### config.mk
export PLATFORM = sky130hd
export DESIGN_NAME = triangle_scanline_rasterizer
export DESIGN_NICKNAME = d
export VERILOG_FILES = /design/src/hw/rtl/tsr_pkg.sv /design/src/hw/rtl/triangle_scanline_rasterizer.sv /design/src/hw/rtl/tsr_edge_unit.sv
export VERILOG_INCLUDE_DIRS = /design/src /design/src/hw/rtl
export SDC_FILE = /design/constraint.sdc
export NUM_CORES = 1
export LEC_CHECK = 0
export ABC_AREA = 1
export BUFFER_PORTS_ARGS = -buffer_cell sky130_fd_sc_hd__buf_2
export CORE_AREA = 2 2 231 233
export DETAILED_ROUTE_END_ITERATION = 10
export DIE_AREA = 0 0 233 235
export GPL_TIMING_DRIVEN = 0
export HOLD_SLACK_MARGIN = 0.03
export PLACE_DENSITY = 0.73
export SYNTH_ARGS = -nofsm -noshare
export SYNTH_HDL_FRONTEND = slang
export SYNTH_SLANG_ARGS = --single-unit
### constraint.sdc
create_clock -name clk -period 18.4 [get_ports clk]
set_input_delay 0.92 -clock clk [delete_from_list [all_inputs] [get_ports clk]]
set_output_delay 0.92 -clock clk [all_outputs]
set_load 0.01 [all_outputs]
### src/hw/rtl/triangle_scanline_rasterizer_macros.svh
// Assertion helpers shared by the rasterizer RTL.
// Both expect clk and rst_n in the scope where they are used.
`ifndef TRIANGLE_SCANLINE_RASTERIZER_MACROS_SVH
`define TRIANGLE_SCANLINE_RASTERIZER_MACROS_SVH

// Same-cycle implication.
`define TSR_ASSERT_NOW(label, ante, cons, msg) \
    label: assert property (@(posedge clk) disable iff (!rst_n) (ante) |-> (cons)) \
        else $error(msg);

// Next-cycle implication.
`define TSR_ASSERT_NEXT(label, ante, cons, msg) \
    label: assert property (@(posedge clk) disable iff (!rst_n) (ante) |=> (cons)) \
        else $error(msg);

`endif

### src/hw/rtl/tsr_pkg.sv
`default_nettype none

package tsr_pkg;

    localparam int COORD_BITS = 15;

    // Input channel command codes.
    localparam logic CMD_LOAD = 1'b0;
    localparam logic CMD_STEP = 1'b1;

    typedef logic signed [COORD_BITS-1:0] coord_t;

    // Request to the shared edge unit: x0 + dx*dr/dy.
    typedef struct packed {
        logic                  start;
        coord_t                x0;
        logic [COORD_BITS:0]   dx;
        logic [COORD_BITS-1:0] dr;
        logic [COORD_BITS-1:0] dy;
    } edge_req_t;

    typedef struct packed {
        logic   done;
        coord_t x;
    } edge_rsp_t;

endpackage

`default_nettype wire

### src/hw/rtl/triangle_scanline_rasterizer.sv
// Load transaction: the sort and classify states, then the column and span-end
// edge divisions of the first row; a flat line needs none.
// Step transaction: one pixel per cycle inside a span unless the output stalls;
// after a row's closing step, transactions wait for the shared multiply/divide edge unit.
// Reset (asynchronous, active low) leaves no triangle loaded; steps then give no pixel.
`default_nettype none
`include "triangle_scanline_rasterizer_macros.svh"

module triangle_scanline_rasterizer (
    input  wire logic                             clk,
    input  wire logic                             rst_n,
    input  wire logic                             in_valid,
    output logic                                  in_ready,
    input  wire logic                             command,
    input  wire logic signed [tsr_pkg::COORD_BITS-1:0] ax,
    input  wire logic signed [tsr_pkg::COORD_BITS-1:0] ay,
    input  wire logic signed [tsr_pkg::COORD_BITS-1:0] bx,
    input  wire logic signed [tsr_pkg::COORD_BITS-1:0] by_coord,
    input  wire logic signed [tsr_pkg::COORD_BITS-1:0] cx,
    input  wire logic signed [tsr_pkg::COORD_BITS-1:0] cy,
    output logic                                  out_valid,
    input  wire logic                             out_ready,
    output logic signed [tsr_pkg::COORD_BITS-1:0] pixel_x,
    output logic signed [tsr_pkg::COORD_BITS-1:0] pixel_y,
    output logic                                  last_pixel
);
    import tsr_pkg::*;

    localparam int CB = COORD_BITS;

    localparam coord_t COORD_ONE = coord_t'(1);

    // Main sequencer. The three sort states run a single compare-exchange
    // on a fixed vertex pair each; the GO/WAIT pairs drive the edge unit.
    typedef enum logic [8:0] {
        S_READY    = 9'b000000001,
        S_SORT0    = 9'b000000010,
        S_SORT1    = 9'b000000100,
        S_SORT2    = 9'b000001000,
        S_CLASS    = 9'b000010000,
        S_COL_GO   = 9'b000100000,
        S_COL_WAIT = 9'b001000000,
        S_END_GO   = 9'b010000000,
        S_END_WAIT = 9'b100000000
    } state_t;

    // Which part of the triangle is being walked.
    typedef enum logic [3:0] {
        SEC_IDLE  = 4'b0001,
        SEC_UPPER = 4'b0010,
        SEC_LOWER = 4'b0100,
        SEC_FLAT  = 4'b1000
    } sec_t;

    state_t    state_reg, state_next;
    sec_t      section_reg, section_next;
    coord_t    row_reg, row_next;
    coord_t    column_reg, column_next;
    coord_t    span_end_reg, span_end_next;
    logic      out_valid_reg, out_valid_next;
    coord_t    pix_x_reg, pix_x_next;
    coord_t    pix_y_reg, pix_y_next;
    logic      last_pixel_reg, last_pixel_next;
    coord_t    vx_reg [3];
    coord_t    vx_next [3];
    coord_t    vy_reg [3];
    coord_t    vy_next [3];

    logic      in_fire;
    logic      emit;
    logic      is_last;

    // Sort network operands.
    logic      sort_hi;
    coord_t    px, py, qx, qy;
    logic      swap;

    // Edge operand selection.
    logic      col_go;
    logic      end_go;
    logic      a_is_v1;
    logic      b_is_v1;
    coord_t    ea_x, ea_y, eb_x, eb_y;
    logic [CB:0] dx_w, dy_w, dr_w;
    edge_req_t req;
    edge_rsp_t rsp;

    // A transaction is only taken with a free output slot, so a pixel never
    // has to wait inside the sequencer.
    assign in_ready = (state_reg == S_READY) && (!out_valid_reg || out_ready);
    assign in_fire  = in_valid && in_ready;
    assign emit     = in_fire && (command == CMD_STEP) && (section_reg != SEC_IDLE);

    // The pixel is the last one when its span is finished and no row follows.
    always_comb
    begin
        is_last = 1'b0;
        if (column_reg == span_end_reg)
        begin
            case (section_reg)
                SEC_UPPER: is_last = !(row_reg < vy_reg[1]) && !(vy_reg[1] < vy_reg[2]);
                SEC_LOWER: is_last = !(row_reg < vy_reg[2]);
                SEC_FLAT:  is_last = 1'b1;
                default:   is_last = 1'b0;
            endcase
        end
    end

    // Sorting order is by y, ties broken by x. The middle pass compares the
    // second and third vertices, the outer passes the first and second.
    assign sort_hi = (state_reg == S_SORT1);
    assign px      = sort_hi ? vx_reg[1] : vx_reg[0];
    assign py      = sort_hi ? vy_reg[1] : vy_reg[0];
    assign qx      = sort_hi ? vx_reg[2] : vx_reg[1];
    assign qy      = sort_hi ? vy_reg[2] : vy_reg[1];
    assign swap    = (qy < py) || ((qy == py) && (qx < px));

    // The first span end of a row lies on the short edge of the current part
    // (P0-P1 in the upper part, P1-P2 in the lower); the second on P0-P2.
    assign col_go  = (state_reg == S_COL_GO);
    assign end_go  = (state_reg == S_END_GO);
    assign a_is_v1 = col_go && (section_reg == SEC_LOWER);
    assign b_is_v1 = col_go && (section_reg == SEC_UPPER);
    assign ea_x    = a_is_v1 ? vx_reg[1] : vx_reg[0];
    assign ea_y    = a_is_v1 ? vy_reg[1] : vy_reg[0];
    assign eb_x    = b_is_v1 ? vx_reg[1] : vx_reg[2];
    assign eb_y    = b_is_v1 ? vy_reg[1] : vy_reg[2];
    assign dx_w    = {eb_x[CB-1], eb_x} - {ea_x[CB-1], ea_x};
    assign dy_w    = {eb_y[CB-1], eb_y} - {ea_y[CB-1], ea_y};
    assign dr_w    = {row_reg[CB-1], row_reg} - {ea_y[CB-1], ea_y};

    // Within a part the row never leaves the edge's y range, so both the
    // height and the row offset are non-negative and fit in CB bits.
    assign req.start = col_go || end_go;
    assign req.x0    = ea_x;
    assign req.dx    = dx_w;
    assign req.dr    = dr_w[CB-1:0];
    assign req.dy    = dy_w[CB-1:0];

    tsr_edge_unit u_edge (
        .clk   (clk),
        .rst_n (rst_n),
        .req   (req),
        .rsp   (rsp)
    );

    always_comb
    begin
        state_next      = state_reg;
        section_next    = section_reg;
        row_next        = row_reg;
        column_next     = column_reg;
        span_end_next   = span_end_reg;
        pix_x_next      = pix_x_reg;
        pix_y_next      = pix_y_reg;
        last_pixel_next = last_pixel_reg;
        vx_next         = vx_reg;
        vy_next         = vy_reg;
        out_valid_next  = out_ready ? 1'b0 : out_valid_reg;

        case (state_reg)
            S_READY:
            begin
                if (in_fire && (command == CMD_LOAD))
                begin
                    // A load replaces any triangle still in progress.
                    vx_next[0] = ax;
                    vy_next[0] = ay;
                    vx_next[1] = bx;
                    vy_next[1] = by_coord;
                    vx_next[2] = cx;
                    vy_next[2] = cy;
                    state_next = S_SORT0;
                end
                else if (emit)
                begin
                    pix_x_next      = column_reg;
                    pix_y_next      = row_reg;
                    last_pixel_next = is_last;
                    out_valid_next  = 1'b1;
                    if (column_reg != span_end_reg)
                    begin
                        column_next = (column_reg < span_end_reg) ?
                                      column_reg + COORD_ONE : column_reg - COORD_ONE;
                    end
                    else if (is_last)
                    begin
                        section_next = SEC_IDLE;
                    end
                    else
                    begin
                        // Next row; the upper part hands over to the lower
                        // part once it passes the middle vertex.
                        row_next   = row_reg + COORD_ONE;
                        state_next = S_COL_GO;
                        if ((section_reg == SEC_UPPER) && !(row_reg < vy_reg[1]))
                        begin
                            section_next = SEC_LOWER;
                        end
                    end
                end
            end
            S_SORT0, S_SORT1, S_SORT2:
            begin
                if (swap)
                begin
                    if (sort_hi)
                    begin
                        vx_next[1] = qx;
                        vy_next[1] = qy;
                        vx_next[2] = px;
                        vy_next[2] = py;
                    end
                    else
                    begin
                        vx_next[0] = qx;
                        vy_next[0] = qy;
                        vx_next[1] = px;
                        vy_next[1] = py;
                    end
                end
                case (state_reg)
                    S_SORT0: state_next = S_SORT1;
                    S_SORT1: state_next = S_SORT2;
                    default: state_next = S_CLASS;
                endcase
            end
            S_CLASS:
            begin
                row_next = vy_reg[0];
                if (vy_reg[0] < vy_reg[1])
                begin
                    section_next = SEC_UPPER;
                    state_next   = S_COL_GO;
                end
                else if (vy_reg[1] < vy_reg[2])
                begin
                    // Flat top: the lower part starts on the top row.
                    section_next = SEC_LOWER;
                    state_next   = S_COL_GO;
                end
                else
                begin
                    // Fully flat: a single span between the outer vertices.
                    section_next  = SEC_FLAT;
                    column_next   = vx_reg[0];
                    span_end_next = vx_reg[2];
                    state_next    = S_READY;
                end
            end
            S_COL_GO:
            begin
                state_next = S_COL_WAIT;
            end
            S_COL_WAIT:
            begin
                if (rsp.done)
                begin
                    column_next = rsp.x;
                    state_next  = S_END_GO;
                end
            end
            S_END_GO:
            begin
                state_next = S_END_WAIT;
            end
            S_END_WAIT:
            begin
                if (rsp.done)
                begin
                    span_end_next = rsp.x;
                    state_next    = S_READY;
                end
            end
            default:
            begin
                state_next = S_READY;
            end
        endcase
    end

    always_ff @(posedge clk or negedge rst_n)
    begin
        if (!rst_n)
        begin
            state_reg     <= S_READY;
            section_reg   <= SEC_IDLE;
            row_reg       <= '0;
            column_reg    <= '0;
            span_end_reg  <= '0;
            out_valid_reg <= 1'b0;
        end
        else
        begin
            state_reg     <= state_next;
            section_reg   <= section_next;
            row_reg       <= row_next;
            column_reg    <= column_next;
            span_end_reg  <= span_end_next;
            out_valid_reg <= out_valid_next;
        end
    end

    // Vertex store and output payload carry no reset.
    always_ff @(posedge clk)
    begin
        vx_reg         <= vx_next;
        vy_reg         <= vy_next;
        pix_x_reg      <= pix_x_next;
        pix_y_reg      <= pix_y_next;
        last_pixel_reg <= last_pixel_next;
    end

    assign out_valid  = out_valid_reg;
    assign pixel_x    = pix_x_reg;
    assign pixel_y    = pix_y_reg;
    assign last_pixel = last_pixel_reg;

    `TSR_ASSERT_NOW(a_wait_in_sloped_part,
        (state_reg == S_COL_WAIT) || (state_reg == S_END_WAIT),
        (section_reg == SEC_UPPER) || (section_reg == SEC_LOWER),
        "edge wait outside a sloped part")
    `TSR_ASSERT_NOW(a_done_only_waiting, rsp.done,
        (state_reg == S_COL_WAIT) || (state_reg == S_END_WAIT),
        "edge result arrived unexpectedly")
    `TSR_ASSERT_NEXT(a_last_closes_triangle, emit && is_last,
        (section_reg == SEC_IDLE) && out_valid_reg && last_pixel_reg,
        "last pixel did not close the triangle")

endmodule

`default_nettype wire

### src/hw/rtl/tsr_edge_unit.sv
`default_nettype none
`include "triangle_scanline_rasterizer_macros.svh"

module tsr_edge_unit (
    input  wire logic               clk,
    input  wire logic               rst_n,
    input  wire tsr_pkg::edge_req_t req,
    output tsr_pkg::edge_rsp_t      rsp
);
    import tsr_pkg::*;

    localparam int CB        = COORD_BITS;
    localparam int DIV_STEPS = 2 * CB;
    localparam int CNT_W     = $clog2(DIV_STEPS);

    typedef enum logic [3:0] {
        U_IDLE = 4'b0001,
        U_MUL  = 4'b0010,
        U_DIV  = 4'b0100,
        U_FIX  = 4'b1000
    } ustate_t;

    ustate_t          state_reg, state_next;
    logic [CNT_W-1:0] cnt_reg, cnt_next;
    logic             done_reg, done_next;
    logic [CB:0]      dx_reg, dx_next;
    logic [CB-1:0]    dr_reg, dr_next;
    logic [CB-1:0]    dy_reg, dy_next;
    coord_t           x0_reg, x0_next;
    logic             neg_reg, neg_next;
    logic [CB-1:0]    rem_reg, rem_next;
    logic [2*CB-1:0]  quo_reg, quo_next;
    coord_t           res_reg, res_next;

    logic [CB:0]      mag;
    logic [2*CB-1:0]  prod;
    logic [CB:0]      rem_sh;
    logic [CB:0]      diff;
    logic             ge;
    logic [CB:0]      q_ext;
    logic [CB:0]      q_sgn;
    logic [CB:0]      sum;

    // Magnitude product, then restoring division one quotient bit per cycle.
    assign mag    = dx_reg[CB] ? -dx_reg : dx_reg;
    assign prod   = {{CB{1'b0}}, mag[CB-1:0]} * {{CB{1'b0}}, dr_reg};
    assign rem_sh = {rem_reg, quo_reg[2*CB-1]};
    assign diff   = rem_sh - {1'b0, dy_reg};
    assign ge     = rem_sh >= {1'b0, dy_reg};
    assign q_ext  = {1'b0, quo_reg[CB-1:0]};
    assign q_sgn  = neg_reg ? -q_ext : q_ext;
    assign sum    = {x0_reg[CB-1], x0_reg} + q_sgn;

    always_comb
    begin
        state_next = state_reg;
        cnt_next   = cnt_reg;
        done_next  = 1'b0;
        dx_next    = dx_reg;
        dr_next    = dr_reg;
        dy_next    = dy_reg;
        x0_next    = x0_reg;
        neg_next   = neg_reg;
        rem_next   = rem_reg;
        quo_next   = quo_reg;
        res_next   = res_reg;
        case (state_reg)
            U_IDLE:
            begin
                if (req.start)
                begin
                    dx_next    = req.dx;
                    dr_next    = req.dr;
                    dy_next    = req.dy;
                    x0_next    = req.x0;
                    state_next = U_MUL;
                end
            end
            U_MUL:
            begin
                neg_next = dx_reg[CB];
                rem_next = '0;
                cnt_next = '0;
                if (dy_reg == '0)
                begin
                    // A level edge contributes its start x unchanged.
                    quo_next   = '0;
                    state_next = U_FIX;
                end
                else
                begin
                    quo_next   = prod;
                    state_next = U_DIV;
                end
            end
            U_DIV:
            begin
                rem_next = ge ? diff[CB-1:0] : rem_sh[CB-1:0];
                quo_next = {quo_reg[2*CB-2:0], ge};
                cnt_next = cnt_reg + 1'b1;
                if (cnt_reg == CNT_W'(DIV_STEPS - 1))
                begin
                    state_next = U_FIX;
                end
            end
            U_FIX:
            begin
                res_next   = sum[CB-1:0];
                done_next  = 1'b1;
                state_next = U_IDLE;
            end
            default:
            begin
                state_next = U_IDLE;
            end
        endcase
    end

    always_ff @(posedge clk or negedge rst_n)
    begin
        if (!rst_n)
        begin
            state_reg <= U_IDLE;
            cnt_reg   <= '0;
            done_reg  <= 1'b0;
        end
        else
        begin
            state_reg <= state_next;
            cnt_reg   <= cnt_next;
            done_reg  <= done_next;
        end
    end

    always_ff @(posedge clk)
    begin
        dx_reg  <= dx_next;
        dr_reg  <= dr_next;
        dy_reg  <= dy_next;
        x0_reg  <= x0_next;
        neg_reg <= neg_next;
        rem_reg <= rem_next;
        quo_reg <= quo_next;
        res_reg <= res_next;
    end

    assign rsp.done = done_reg;
    assign rsp.x    = res_reg;

    `TSR_ASSERT_NOW(a_start_when_idle, req.start, state_reg == U_IDLE, "edge unit started while busy")
    `TSR_ASSERT_NOW(a_rem_below_divisor, state_reg == U_DIV, rem_reg < dy_reg, "division remainder out of range")
    `TSR_ASSERT_NEXT(a_fix_gives_done, state_reg == U_FIX, done_reg, "edge result not flagged done")

endmodule

`default_nettype wire

==> run metrics, run 1 <==
outcome complete, no violations; crit share post-route 0.454; Die Ht 235 um; Worst-Margin Slew 1.26 ns; family with the most delay on the worst path adder cells; Yosys warning total 0; Die ar. 0.0548 sq mm; reg2reg end u_edge.quo_reg[29]; Post-synth ARST share 0.221; first-pass GRT wire length 126000 um; ys flop type edfxtp_1; DR iter-0 viols 1775; total track usage 0.293; highest clock rate 0.120 GHz; FF+latch area 0.00903 sq mm; clk_lat worst skew 0.57 ns; setup repair after global routing missed its margin no; # IOs 128; n_diodes 0; initial core utilization 0.545; Final Hold Viols 0; Syn Nets 4040; post-synthesis cell area 0.0285 sq mm; share of layout cells above drive strength 1 0.0784; Most common cell on crit path fa_1; Relative slew margins 0.154; # port buffers 127; Seq/Total Area, Yosys 0.317; commonest non-fill, non-tap cells in the layout nand2_1, inv_1, nor2_1; worst r2r src u_edge.dx_reg[0]; Num CTS Buffers 37; crit path launch type flip-flop; Post-Route WL 78300 um; worst hold-check path type primary input to asynchronous set/reset pin; CP peak stage delay 0.66 ns; CP Capture Type flip-flop; synthesis-stage register bit count 312; fillcell total 4673; DP HPWL 63600 um; grt total ovfl 0; vias post-DR 24300; R2R depth 26; WHS 0.208 ns; Die X 233 um; Area Overhead vs Synth 9.71%; largest net degree at the start of global routing 62; Gates resized, CTS repair 0; Clock Skew 0.0312 ns; max-cap violation count 0; Final TNS setup 0 ns; Post-CTS Hold Buffers 0; nets 4211; initial antenna violation count 0; H-tree Lvls 2; Multi-input gate area 0.0169 sq mm; Finished Core Util 0.598; Distinct cells, synth 62; TritonCTS clock tree yes; Mapped Cells 3488; Final setup viols 0; Pre-Repair DR Iteration Count 6; FF-to-FF setup slack 10.04 ns; vias in the first global route 24000; worst path bufs/invs 6; Final Wtd Congestion 0.955; worst path arrival time 8.66 ns; Post-synth EDFFs 243; Tmin final 8.36 ns; Crit path required time 18.70 ns; post-CTS setup buffers 0; commonest non-fill, non-tap cell in the layout nand2_1; Site Rows 84; Setup CP Type flip-flop to flip-flop; clk slew on worst S/H paths 0.07 ns; CP max stage cell o21ai_1; DR WL/cell 17.9 um; DR vias/cell 5.55; Antenna Nets Post-Route 0; Core Area 0.0522 sq mm; Longest Clk Path Bufs 3; DRC violations left 0; mean post-synth cell area 8.16 sq um; root buf cell clkbuf_16; CTS sink cnt 312; max-slew violations 0; crit-path max FO 10
[per-stage QoR]
stage          setup WS [ns]  area, sq um  cells
2_1_floorplan          11.71        28500   3488
3_3_place_gp           10.14        30000   4303
3_5_place_dp           10.13        30100   4308
4_1_cts                10.13        31200   4375
5_1_grt                 9.65        31200   4375
6_report               10.04        31200   4375
[worst max path at each step]
stage / slack [ns] / cells after the start / from / end
detailed placement: 10.13 / 26 / u_edge.dx_reg[0] / u_edge.quo_reg[29]
CTS: 10.13 / 26 / u_edge.dx_reg[0] / u_edge.quo_reg[29]
global route: 9.65 / 33 / u_edge.dx_reg[0] / u_edge.quo_reg[29]
finish: 10.04 / 26 / u_edge.dx_reg[0] / u_edge.quo_reg[29]
floorplan: 11.71 / 31 / u_edge.dx_reg[0] / u_edge.quo_reg[23]
global placement: 10.14 / 26 / u_edge.dx_reg[0] / u_edge.quo_reg[29]
[cell families (layout without fill, tap and decap cells)]
group | count (synthesis) | in the layout | synth area share
xor+xnor | 110 | 110 | 0.0341
mux | 2 | 2 | 0.000747
simple gates | 1306 | 1306 | 0.188
flops | 312 | 312 | 0.317
buf+inv | 666 | 865 | 0.0905
fa+ha+maj | 457 | 457 | 0.246
compound gates | 635 | 635 | 0.123
[synth_stat cells, drive strengths merged (2+ instances only)]
cell type / number / area [sq um]
a211oi: 7 / 52.6
a21boi: 6 / 48.8
a21o: 7 / 52.6
a21oi: 246 / 1230
a221oi: 3 / 26.3
a31oi: 9 / 56.3
buf: 33 / 199
clkbuf: 52 / 195
clkinv: 13 / 50.0
dfrtp: 66 / 1650
dfstp: 3 / 78.8
edfxtp: 243 / 7300
fa: 173 / 3460
ha: 284 / 3550
inv: 568 / 2130
nand2: 809 / 3080
nand3: 89 / 470
nand3b: 5 / 37.5
nand4: 21 / 146
nor2: 318 / 1250
nor3: 37 / 200
nor3b: 3 / 22.5
nor4: 15 / 93.8
o211ai: 7 / 52.6
o21a: 5 / 37.5
o21ai: 282 / 1460
o21bai: 3 / 22.5
o221a: 3 / 33.8
o221ai: 4 / 35.0
o22ai: 14 / 87.6
o31ai: 37 / 278
or2: 6 / 40.0
or3: 2 / 12.5
xnor2: 37 / 332
xor2: 73 / 639
[routing by layer]
layer,vias up,GRT usage,share of wire
met3,189,0.0328,0.067
met2,960,0.482,0.46
li1,11700,-,-
met5,-,0,0
met1,11400,0.394,0.43
met4,0,0.120,0.046
[area by class of cell]
class,instances,area share
clock inverter,13,0.00264
clock buffer,54,0.0343
inverter,581,0.0699
multi-input combinational,2510,0.541
timing repair buffer,132,0.0231
tap,688,0.0276
sequential,312,0.289
buffer,85,0.0126
Power of run 1 is not shown: default switching activity piles up to over one toggle a cycle in this logic, so the estimate is an artifact.
==> run 2: changes to the inputs <==
ABC_AREA = 0   (was 1)
CORE_AREA = 2 2 230 232   (was 2 2 231 233)
DIE_AREA = 0 0 232 234   (was 0 0 233 235)
clock period = 8.14 ns   (was 18.4 ns; I/O delays follow)
==> run metrics, run 2 <==
outcome complete, no violations; Post-Route WL 78900 um (+0.77%); CP peak stage delay 0.54 ns (-0.12 ns); vias in the first global route 23300 (-2.8%); CP Capture Type flip-flop; clk_lat worst skew 0.54 ns (-0.03 ns); Post-Synth Simple-Gate Area 0.162 (-0.0261); TritonCTS clock tree yes; Die ar. 0.0543 sq mm (-0.85%); largest net degree at the start of global routing 69 (+11%); initial core utilization 0.540 (-0.00472); share of the synthesized area in the top cell type 0.260 (+0.00329); Worst-Margin Slew 1.05 ns (-0.212 ns); vias post-DR 23100 (-4.9%); ys flop type edfxtp_1; Clock Skew 0.0236 ns (-0.00761 ns); worst path arrival time 8.36 ns (-0.30 ns); n_diodes 0 (unchanged); Yosys warning total 0 (unchanged); share of layout cells above drive strength 1 0.111 (+0.0325); commonest non-fill, non-tap cell in the layout inv_1; first-pass GRT wire length 124000 um (-1.6%); Distinct cells, synth 70 (+13%); post-synthesis cell area 0.0281 sq mm (-1.3%); Seq/Total Area, Yosys 0.321 (+0.00407); setup repair after global routing missed its margin yes; total track usage 0.290 (-0.00347); Post-synth EDFFs 243 (unchanged); DR vias/cell 5.98 (+7.7%); crit share post-route 0.994 (+0.539); Tmin final 8.09 ns (-0.272 ns); Synth top cells by count inv_1, nand2_1, ha_1, edfxtp_1, nor2_1; Crit path required time 8.41 ns (-10.29 ns); Most common cell on crit path fa_1; DP HPWL 61800 um (-2.8%); Mapped Cells 2963 (-15%); Syn Nets 3515 (-13%); nets 3702 (-12%); top-count cell post-synth inv_1; grt total ovfl 0 (unchanged); worst hold-check path type primary input to flip-flop; Post-synth ARST share 0.221 (unchanged); synthesis-stage register bit count 312 (unchanged); Final Hold Viols 0 (unchanged); dominant cells by area after synthesis edfxtp_1, ha_1, fa_1; initial antenna violation count 0 (unchanged); Finished Core Util 0.608 (+0.0101); highest clock rate 0.124 GHz (+3.4%); Num CTS Buffers 34 (-8.1%); root buf cell clkbuf_16; Multi-input gate area 0.0179 sq mm (+6.0%); clk slew on worst S/H paths 0.06 ns (about the same); # port buffers 127 (unchanged); H-tree Lvls 2 (unchanged); Die X 232 um (-0.43%); Core Area 0.0520 sq mm (-0.40%); FF+latch area 0.00903 sq mm (unchanged); fillcell total 4308 (-7.8%); crit-path max FO 5 (-5); Antenna Nets Post-Route 0 (unchanged); Die Ht 234 um (-0.43%); Longest Clk Path Bufs 3 (unchanged); mean post-synth cell area 9.49 sq um (+16%); DR iter-0 viols 1818 (+2.4%); Final Wtd Congestion 0.982 (+2.9%); FF-to-FF setup slack 0.05 ns (-9.99 ns); xor and xnor area share after synthesis 0.0380 (+0.00391); Final setup viols 0 (unchanged); max-cap violation count 0 (unchanged); Site Rows 84 (unchanged); DR WL/cell 20.4 um (+14%); CTS sink cnt 312 (unchanged); Setup CP Type flip-flop to flip-flop; proportion of synthesized area in mux cells 0.0386 (+0.0379); max-slew violations 0 (unchanged); crit path launch type flip-flop; compound-cell area share of the yosys netlist 0.132 (+0.00910); CP max stage cell fa_1; DRC violations left 0 (unchanged); Area Overhead vs Synth 12.5%; Relative slew margins 0.295 (+0.142); combinational family with the most area after synthesis adder cells; Pre-Repair DR Iteration Count 8 (+2); Yosys top cell by area edfxtp_1; # IOs 128 (unchanged); commonest non-fill, non-tap cells in the layout inv_1, nand2_1, ha_1; Synth Area in Adders 0.250 (+0.00316)
[run 2: changes by cell type in the layout (fill, tap and decap cells not counted), moves of 32 or more]
cell and delta:
a21o_1 +41, a21oi_1 -79, a31oi_1 +36, and2_1 +144, inv_1 -229, mux2_2 +50, mux2i_1 +46, nand2_1 -502
nand3_1 -32, nor2_1 -87, o21ai_0 -114, xnor2_1 +49, xor2_1 -43
[run 2: worst max-delay path, delay by kind of cell, from the launching register on]
kind                     cells  cell delay (ns)
buffers and inverters        8             0.89
AO/OA/AOI/OAI                7             1.34
AND/OR/NAND/NOR              6             1.38
adder cells (fa/ha/maj)      8             3.44
flip-flops                   1             0.51
XOR/XNOR                     2             0.27
[run 2: kinds of logic after synthesis]
family / after synthesis
AOI/OAI and AO/OA: 583
buffers and inverters: 437
muxes: 101
DFF: 312
xor gates and xnor gates: 122
adders and majority gates: 457
and+or+nand+nor: 951
[run 2: repair_timing]
item / 4_1_cts / 5_1_grt
endpoints found under the hold margin: 66 / 0
hold buffers: 1 / 0
setup buffers: 10 / 6
gates resized for setup: 63 / 58
endpoints found under the setup margin: 17 / 10
pin swaps: 16 / 47
[run 2: area by class of cell]
class                   instances  area share
well taps                     688      0.0272
clock inverters                15     0.00827
clock buffers                  46      0.0296
inverters                     335      0.0398
repair buffers                152      0.0296
flip-flops and latches        312       0.285
multi-input cells            2214       0.566
plain buffers                 101      0.0138
[run 2: path summary, 6_finish.rpt]
path | startpoint | endpoint | depth (start not counted)
max | u_edge.dx_reg[0] | u_edge.quo_reg[28] | 31
min in group asynchronous | rst_n | span_end_reg[9] | 2
max in group asynchronous | rst_n | u_edge.state_reg[0] | 3
min reg2reg | column_reg[0] | pixel_x[0] | 0
min | command | state_reg[1] | 2
max reg2reg | u_edge.dx_reg[0] | u_edge.quo_reg[28] | 31
[run 2: per-stage QoR]
stage	worst slack (ns)	area (sq um)	hold slack, ns	cells	setup TNS [ns]
global route	-0.146	31600	0.100	3863	-0.362
detailed placement	-1.34	29700	0.212	3784	-11.22
global placement	-1.18	29600	0.507	3778	-9.51
CTS	0.00167	31300	0.0798	3855	0
finish	0.0507	31600	0.0920	3863	0
floorplan	0.291	28100	0.111	2963	0
[run 2: per-layer routing]
metal	vias up	global-route usage	wire length, um
li1	10700	-	-
met1	11300	0.376	32800
met2	998	0.493	38100
met3	180	0.0344	4990
met4	0	0.119	3010
met5	-	0	0
Power of run 2 is left out for the same reason.
